--- config.mk ---
export PLATFORM = sky130hd
export DESIGN_NAME = touch_packet_decoder_top
export DESIGN_NICKNAME = d
export VERILOG_FILES = /design/src/rtl/tpd_pkg.sv /design/src/rtl/touch_packet_decoder_top.sv
export SDC_FILE = /design/constraint.sdc
export NUM_CORES = 1
export LEC_CHECK = 0
export BUFFER_PORTS_ARGS = -buffer_cell sky130_fd_sc_hd__buf_2
export CORE_ASPECT_RATIO = 0.8
export CORE_MARGIN = 8
export CORE_UTILIZATION = 30
export CTS_CLUSTER_DIAMETER = 150
export CTS_CLUSTER_SIZE = 20
export DETAILED_ROUTE_END_ITERATION = 10
export GPL_ROUTABILITY_DRIVEN = 1
export MAX_ROUTING_LAYER = met4
export SLEW_MARGIN = 10
export SYNTH_ARGS = -nofsm -noshare
export SYNTH_HDL_FRONTEND = slang
export SYNTH_SLANG_ARGS = --single-unit
export TNS_END_PERCENT = 100
--- constraint.sdc ---
create_clock -name clk -period 13.3 [get_ports clk]
set_input_delay 1.995 -clock clk [delete_from_list [all_inputs] [get_ports clk]]
set_output_delay 1.995 -clock clk [all_outputs]
set_load 0.05 [all_outputs]
--- src/rtl/tpd_pkg.sv ---
`timescale 1ns / 1ps
// ----------------------------------------------------------------------------
// tpd_pkg
// Constants, types and the coordinate arithmetic shared by the decoder.
// ----------------------------------------------------------------------------
package tpd_pkg;

  localparam int CoordW = 12;   // width of coordinates, scales and limits
  localparam int ByteW  = 8;
  localparam int RawW   = 16;   // signed raw count from two report bytes
  localparam int NumW   = 30;   // signed raw * scale + rounding term
  localparam int QuotW  = NumW - 12;

  // header bytes
  localparam logic [ByteW-1:0] HDR_RELEASED = 8'h80;
  localparam logic [ByteW-1:0] HDR_PRESSED  = 8'h81;

  // touch status codes
  localparam logic [1:0] ST_NONE     = 2'd0;
  localparam logic [1:0] ST_PRESSED  = 2'd1;
  localparam logic [1:0] ST_RELEASED = 2'd2;

  // item opcodes
  localparam logic OP_BYTE  = 1'b0;
  localparam logic OP_CLEAR = 1'b1;

  // configuration register indexes
  localparam logic [1:0] REG_X_SCALE = 2'd0;
  localparam logic [1:0] REG_Y_SCALE = 2'd1;
  localparam logic [1:0] REG_X_LIMIT = 2'd2;
  localparam logic [1:0] REG_Y_LIMIT = 2'd3;

  // report byte phase: 0 awaits a header, 1..4 is the next data byte
  localparam logic [2:0] PHASE_HDR  = 3'd0;
  localparam logic [2:0] PHASE_LAST = 3'd4;

  typedef logic signed [QuotW-1:0] quot_t;

  // Map one coordinate's byte pair through its scale, rounding half up and
  // truncating the quotient toward zero.
  function automatic quot_t coord_calc(input logic [ByteW-1:0]  lo,
                                       input logic [ByteW-1:0]  hi,
                                       input logic [CoordW-1:0] scale);
    logic signed [RawW-1:0]   raw;
    logic signed [NumW-1:0]   num;
    quot_t                    q;
    raw = RawW'($signed(lo) >>> 1) + RawW'($signed({hi, 7'b0}));
    num = NumW'(raw * $signed({1'b0, scale})) + NumW'(2048);
    q   = num[NumW-1:12];
    // floor to truncation: step up for a negative value with a remainder
    if (num[NumW-1] && (num[11:0] != 12'd0)) begin
      q = q + QuotW'(1);
    end
    return q;
  endfunction

  // Accept when 0 <= q <= limit.
  function automatic logic in_range(input quot_t q, input logic [CoordW-1:0] limit);
    return !q[QuotW-1] && (q <= $signed({{(QuotW-CoordW){1'b0}}, limit}));
  endfunction

endpackage

--- src/rtl/touch_packet_decoder_top.sv ---
`timescale 1ns / 1ps
// ----------------------------------------------------------------------------
// touch_packet_decoder_top
// Decoder for the 5-byte report of a resistive touch controller.
// ----------------------------------------------------------------------------
// Feed received controller bytes (tuser = 0) or a clear command (tuser = 1),
// one item per cycle. A report is a header (0x80 released, 0x81 pressed)
// followed by x low, x high, y low, y high. The fourth data byte produces one
// result item with the scaled coordinates, which are stored only when both
// fall within 0..limit; a non-header byte while awaiting a header produces a
// result with status none. Header, first three data bytes and clear produce
// no result. Each item is decoded and scaled (one 16x13 multiply per axis)
// while it sits in the input register and moves into the result register
// when the input register advances. Throughput is one item per cycle
// except while the input side stalls, which happens only while a result
// waits on the output and the input register already holds an item.
// Write the scale and limit registers only while the block is idle.
module touch_packet_decoder_top (
  input  logic        clk,
  input  logic        rst,
  // input item stream
  input  logic        s_axis_tvalid,
  output logic        s_axis_tready,
  input  logic [7:0]  s_axis_tdata,   // [7:0] rx_byte
  input  logic        s_axis_tuser,   // [0] opcode
  // result item stream
  output logic        m_axis_tvalid,
  input  logic        m_axis_tready,
  output logic [31:0] m_axis_tdata,   // [11:0] touch_x, [23:12] touch_y,
                                      // [25:24] touch_state,
                                      // [26] position_updated, [31:27] zero
  // configuration write port
  input  logic        cfg_we,
  input  logic [1:0]  cfg_index,
  input  logic [11:0] cfg_data
);

  // configuration registers
  logic [11:0] x_scale, y_scale, x_limit, y_limit;

  // input register
  logic       in_valid;
  logic       in_op;
  logic [7:0] in_byte;

  // decoder state
  logic [2:0]  byte_phase, byte_phase_next;
  logic [1:0]  pending_state, pending_state_next;
  logic [7:0]  data_bytes [3];
  logic [11:0] held_x, held_x_next;
  logic [11:0] held_y, held_y_next;
  logic [1:0]  held_state, held_state_next;

  // result register
  logic        out_valid;
  logic [11:0] out_x, out_y;
  logic [1:0]  out_state;
  logic        out_upd;

  logic advance;   // input register moves into the result stage
  logic fire;      // an item in the input register is processed this cycle
  logic emit;
  logic upd;
  logic is_hdr;
  tpd_pkg::quot_t x_q, y_q;

  // Advance whenever the result register is free or being drained.
  assign advance       = !out_valid || m_axis_tready;
  assign fire          = in_valid && advance;
  assign s_axis_tready = !in_valid || advance;

  // Configuration writes.
  always_ff @(posedge clk) begin
    if (rst) begin
      x_scale <= 12'd770;
      y_scale <= 12'd480;
      x_limit <= 12'd800;
      y_limit <= 12'd480;
    end else if (cfg_we) begin
      case (cfg_index)
        tpd_pkg::REG_X_SCALE: x_scale <= cfg_data;
        tpd_pkg::REG_Y_SCALE: y_scale <= cfg_data;
        tpd_pkg::REG_X_LIMIT: x_limit <= cfg_data;
        tpd_pkg::REG_Y_LIMIT: y_limit <= cfg_data;
        default: ;
      endcase
    end
  end

  // Input register: capture on accept, drop once processed.
  always_ff @(posedge clk) begin
    if (rst) begin
      in_valid <= 1'b0;
    end else if (s_axis_tready) begin
      in_valid <= s_axis_tvalid;
    end
  end

  always_ff @(posedge clk) begin
    if (s_axis_tvalid && s_axis_tready) begin
      in_op   <= s_axis_tuser;
      in_byte <= s_axis_tdata;
    end
  end

  // Scale both coordinates from the stored bytes and the final byte.
  assign x_q = tpd_pkg::coord_calc(data_bytes[0], data_bytes[1], x_scale);
  assign y_q = tpd_pkg::coord_calc(data_bytes[2], in_byte, y_scale);

  assign is_hdr = (byte_phase == tpd_pkg::PHASE_HDR) || (byte_phase > tpd_pkg::PHASE_LAST);

  // Decode one item against the current state.
  always_comb begin
    byte_phase_next    = byte_phase;
    pending_state_next = pending_state;
    held_x_next        = held_x;
    held_y_next        = held_y;
    held_state_next    = held_state;
    emit               = 1'b0;
    upd                = 1'b0;
    if (in_op == tpd_pkg::OP_CLEAR) begin
      // clear leaves any report in progress running
      held_x_next     = 12'd0;
      held_y_next     = 12'd0;
      held_state_next = tpd_pkg::ST_NONE;
    end else if (is_hdr) begin
      if (in_byte == tpd_pkg::HDR_RELEASED) begin
        pending_state_next = tpd_pkg::ST_RELEASED;
        byte_phase_next    = 3'd1;
      end else if (in_byte == tpd_pkg::HDR_PRESSED) begin
        pending_state_next = tpd_pkg::ST_PRESSED;
        byte_phase_next    = 3'd1;
      end else begin
        // bad header: report status none
        byte_phase_next = tpd_pkg::PHASE_HDR;
        held_state_next = tpd_pkg::ST_NONE;
        emit            = 1'b1;
      end
    end else if (byte_phase < tpd_pkg::PHASE_LAST) begin
      byte_phase_next = byte_phase + 3'd1;
    end else begin
      // last data byte completes the report
      byte_phase_next = tpd_pkg::PHASE_HDR;
      held_state_next = pending_state;
      emit            = 1'b1;
      if (tpd_pkg::in_range(x_q, x_limit) && tpd_pkg::in_range(y_q, y_limit)) begin
        held_x_next = x_q[11:0];
        held_y_next = y_q[11:0];
        upd         = 1'b1;
      end
    end
  end

  // Decoder state.
  always_ff @(posedge clk) begin
    if (rst) begin
      byte_phase    <= tpd_pkg::PHASE_HDR;
      pending_state <= tpd_pkg::ST_NONE;
      held_x        <= 12'd0;
      held_y        <= 12'd0;
      held_state    <= tpd_pkg::ST_NONE;
    end else if (fire) begin
      byte_phase    <= byte_phase_next;
      pending_state <= pending_state_next;
      held_x        <= held_x_next;
      held_y        <= held_y_next;
      held_state    <= held_state_next;
    end
  end

  // Data byte store: first three data bytes of a report.
  always_ff @(posedge clk) begin
    if (fire && (in_op == tpd_pkg::OP_BYTE) && !is_hdr
        && (byte_phase < tpd_pkg::PHASE_LAST)) begin
      data_bytes[2'(byte_phase - 3'd1)] <= in_byte;
    end
  end

  // Result register.
  always_ff @(posedge clk) begin
    if (rst) begin
      out_valid <= 1'b0;
    end else if (advance) begin
      out_valid <= fire && emit;
    end
  end

  always_ff @(posedge clk) begin
    if (fire && emit) begin
      out_x     <= held_x_next;
      out_y     <= held_y_next;
      out_state <= held_state_next;
      out_upd   <= upd;
    end
  end

  assign m_axis_tvalid = out_valid;
  assign m_axis_tdata  = {5'd0, out_upd, out_state, out_y, out_x};

`ifndef ASSERT_OFF
  a_phase_range: assert property (@(posedge clk) disable iff (rst)
    byte_phase <= tpd_pkg::PHASE_LAST)
    else $error("byte phase beyond last data byte");

  a_held_state_code: assert property (@(posedge clk) disable iff (rst)
    held_state != 2'd3)
    else $error("held status holds an unused code");

  a_update_in_range: assert property (@(posedge clk) disable iff (rst)
    (out_valid && out_upd) |-> (out_x <= x_limit) && (out_y <= y_limit))
    else $error("updated position outside limits");

  a_bad_header_emits: assert property (@(posedge clk) disable iff (rst)
    (fire && (in_op == tpd_pkg::OP_BYTE) && (byte_phase == tpd_pkg::PHASE_HDR)
     && (in_byte != tpd_pkg::HDR_RELEASED) && (in_byte != tpd_pkg::HDR_PRESSED))
    |=> out_valid && (out_state == tpd_pkg::ST_NONE) && !out_upd
        && (byte_phase == tpd_pkg::PHASE_HDR))
    else $error("bad header did not produce a status-none result");
`endif

endmodule

==> run metrics <==
post-synthesis register bit count 139; clk slew on worst S/H paths 0.07 ns; complex-gate fraction of the synthesized area 11.09%; fin nets 3180; total clock sinks 139; sequential area share after synthesis 14.43%; Initial Utilization 30.27%; core area 76970 um^2; global route hottest layer met2; I/O Buffers 56; die area 86900 um^2; PwrDens 181.3 nW/um^2; CTS tree done; CTS Hold Buffers Added 0; Yosys warnings 0; outcome finished, final reports clean; Die Wd 327.6 um; Placed Area 24480 um^2; multi-input gate area in the final layout 17890 um^2; worst skew pair latency approximately 0.44 ns; Post-CTS Repair Setup Buffers 0; Post-Syn Area per Cell 8.989 um^2; setup violators final 0; RSZ-0062 raised after global routing false; ys flop type dfxtp_1; share of the synthesized area in the top cell type 29.90%; Slew headroom 23.68%; min-delay worst type reg2reg; Synth Area in XOR/XNOR 3.684%; top-count cell post-synth inv_1; max_cap viols 0; Commonest cells post-synth 409 x inv_1, 354 x nand2_1, 348 x fa_1, 242 x ha_1, 184 x and2_1; post-CTS sizing 0; fin area 25120 um^2; fin crit share 91.21%; initial DRC count 1099; Area growth syn-to-layout 7.802%; crit end category register; Max Slew Vio Count 0; # DRC 0; Antenna Violating Nets Remaining 0; Static Leak 11.59 nW; Total GRT Usage 14.53%; ratio of cells with drive above 1 in the final layout 5.981%; startpoint types register; first-pass GRT wire length 99.47 mm; number of synthesized flops with an enable pin 58; router iterations before antenna repair 6; Synth Area in Adders 42.90%; ys async rst share 0%; Post-Route WL approximately 60 mm; HPWL Detailed 49.12 mm; Fill cells 8122; IO Count 62; data arrival time of the critical path 12.45 ns; met1 Usage GRT 20.40%; number of global-route vias before repair 18030; clock skew 0.01348 ns; post-DR wirelength/cell 16.84 um; row count 91; fin crit period 12.13 ns; Slowest Stage Delay on Critical Path around 0.83 ns; TritonCTS Buffers 17; fmax 0.08243 GHz; Clock Path Buffers 2; largest area contributor in the netlist fa_1; setup TNS 0 ns; dpl cells 3566; top cells by area, synth fa_1 30%, ha_1 13%, edfxtp_1 7.5%; Worst path slowest cell edfxtp_1; WS Path Type reg2reg; post-synthesis mux area share less than 1%; largest net degree at the start of global routing 91; Root Driver clkbuf_16; CP required ~14 ns; Vias between 15000 and 20000; die height 265.3 um; Cell Area, Synth 23300 um^2; Netlist cell types 81; cell mode on critical path inv_1; CP max FO 24; met3 GRT Util 3.250%; RePlAce Congestion 0.8988; simple-gate share of the synthesized area 18.52%; fin cells 3606; post-synthesis cell count 2592; Final Hold Vio Count 0; H-Tree Level Count 4; initial antenna violation count 9; Final Util 32.63%; hold slack about 0.45 ns; Register Area 3363 um^2; via density per instance between 4 and 5; GRT met2 Usage 21.68%; peak supply drop approximately 0.20 mV; Least-Margin Pin Slew 1.137 ns; grt total ovfl 0; largest family of logic cells by synthesized area adder cells
[logic make-up after synthesis]
kind of cell | count (synthesis)
buf+inv | 535
flops | 139
xor+xnor | 94
compound gates | 378
fa+ha+maj | 590
mux | 11
other cells | 1
simple gates | 844
[cells in the final DEF (no fill, tap or decap), types with 18 or more instances in the layout]
cell type  instances
nor2_1            55
o2bb2ai_2         20
nand2_1          354
dfxtp_1           81
xnor2_1           52
nand4_1           28
nor3_1            20
buf_2             56
and3_1            18
inv_1            409
xor2_1            39
and2_1           184
nor2b_1           47
nand2b_1          27
o21ai_0           58
nand3_1           43
a21oi_1          140
fa_1             348
a21o_1            27
edfxtp_1          58
ha_1             242
[registers in the layout, indices dropped and copies added, names as in the netlist]
| register | cells |
|---|---|
| out_x | 12 |
| x_limit | 12 |
| out_y | 12 |
| out_state | 2 |
| out_upd | 1 |
| held_y | 12 |
| held_state | 2 |
| byte_phase | 3 |
| pending_state | 2 |
| in_valid | 1 |
| m_axis_tvalid | 1 |
| data_bytes | 22 |
| in_op | 1 |
| y_limit | 12 |
| held_x | 12 |
| in_byte | 8 |
| y_scale | 12 |
| x_scale | 12 |
[worst max-delay path: cells and delay by family (launching register included)]
family | cells | cell delay (ns)
adder cells (fa/ha/maj) | 10 | 4.32
AO/OA/AOI/OAI | 16 | 3.25
AND/OR/NAND/NOR | 7 | 1.83
XOR/XNOR | 3 | 0.92
flip-flops | 1 | 0.83
buffers and inverters | 7 | 0.51
multiplexers | 1 | 0.38
[area by class of cell]
class	count	share of cell area (%)
antenna	8	0.07970
clock buffer	17	1.694
clock inverter	15	0.7621
inverter	409	6.112
multi-input combinational	1922	71.24
sequential	139	13.39
tap	1023	5.096
timing repair buffer	73	1.624
[report_power, final]
part,internal (mW),total [mW],switching (mW),leakage (nW)
combinational,1.32,3.57,2.25,10.1
clock,0.287,0.508,0.221,0.304
sequential,0.452,0.474,0.0223,1.22
total,2.06,4.55,2.49,11.6
[routing by layer]
| layer | routed length, um | part of all wire [%] |
|---|---|---|
| met5 | 0 | 0 |
| met4 | 874 | 1.4 |
| met2 | 25930 | 43 |
| met3 | 4493 | 7.4 |
| met1 | 29420 | 48 |
[metrics by stage]
step	power, mW	worst slack, ns
2_1_floorplan	3.111	2.860
3_3_place_gp	3.975	1.460
3_5_place_dp	3.996	1.299
4_1_cts	4.532	1.252
5_1_grt	4.999	0.4220
6_report	4.553	1.169
[worst paths after layout]
| path | to | start | slack [ns] | depth (start not counted) |
|---|---|---|---|---|
| worst min register to register | y_limit[4] | y_limit[4] | 0.45 | 2 |
| worst max-delay path | held_y[0] | data_bytes[0][7] | 1.17 | 44 |
| worst min-delay path | y_limit[4] | y_limit[4] | 0.45 | 2 |
| worst max register to register | held_y[0] | data_bytes[0][7] | 1.17 | 44 |
Note: power is estimated with default switching activity, not from simulation.
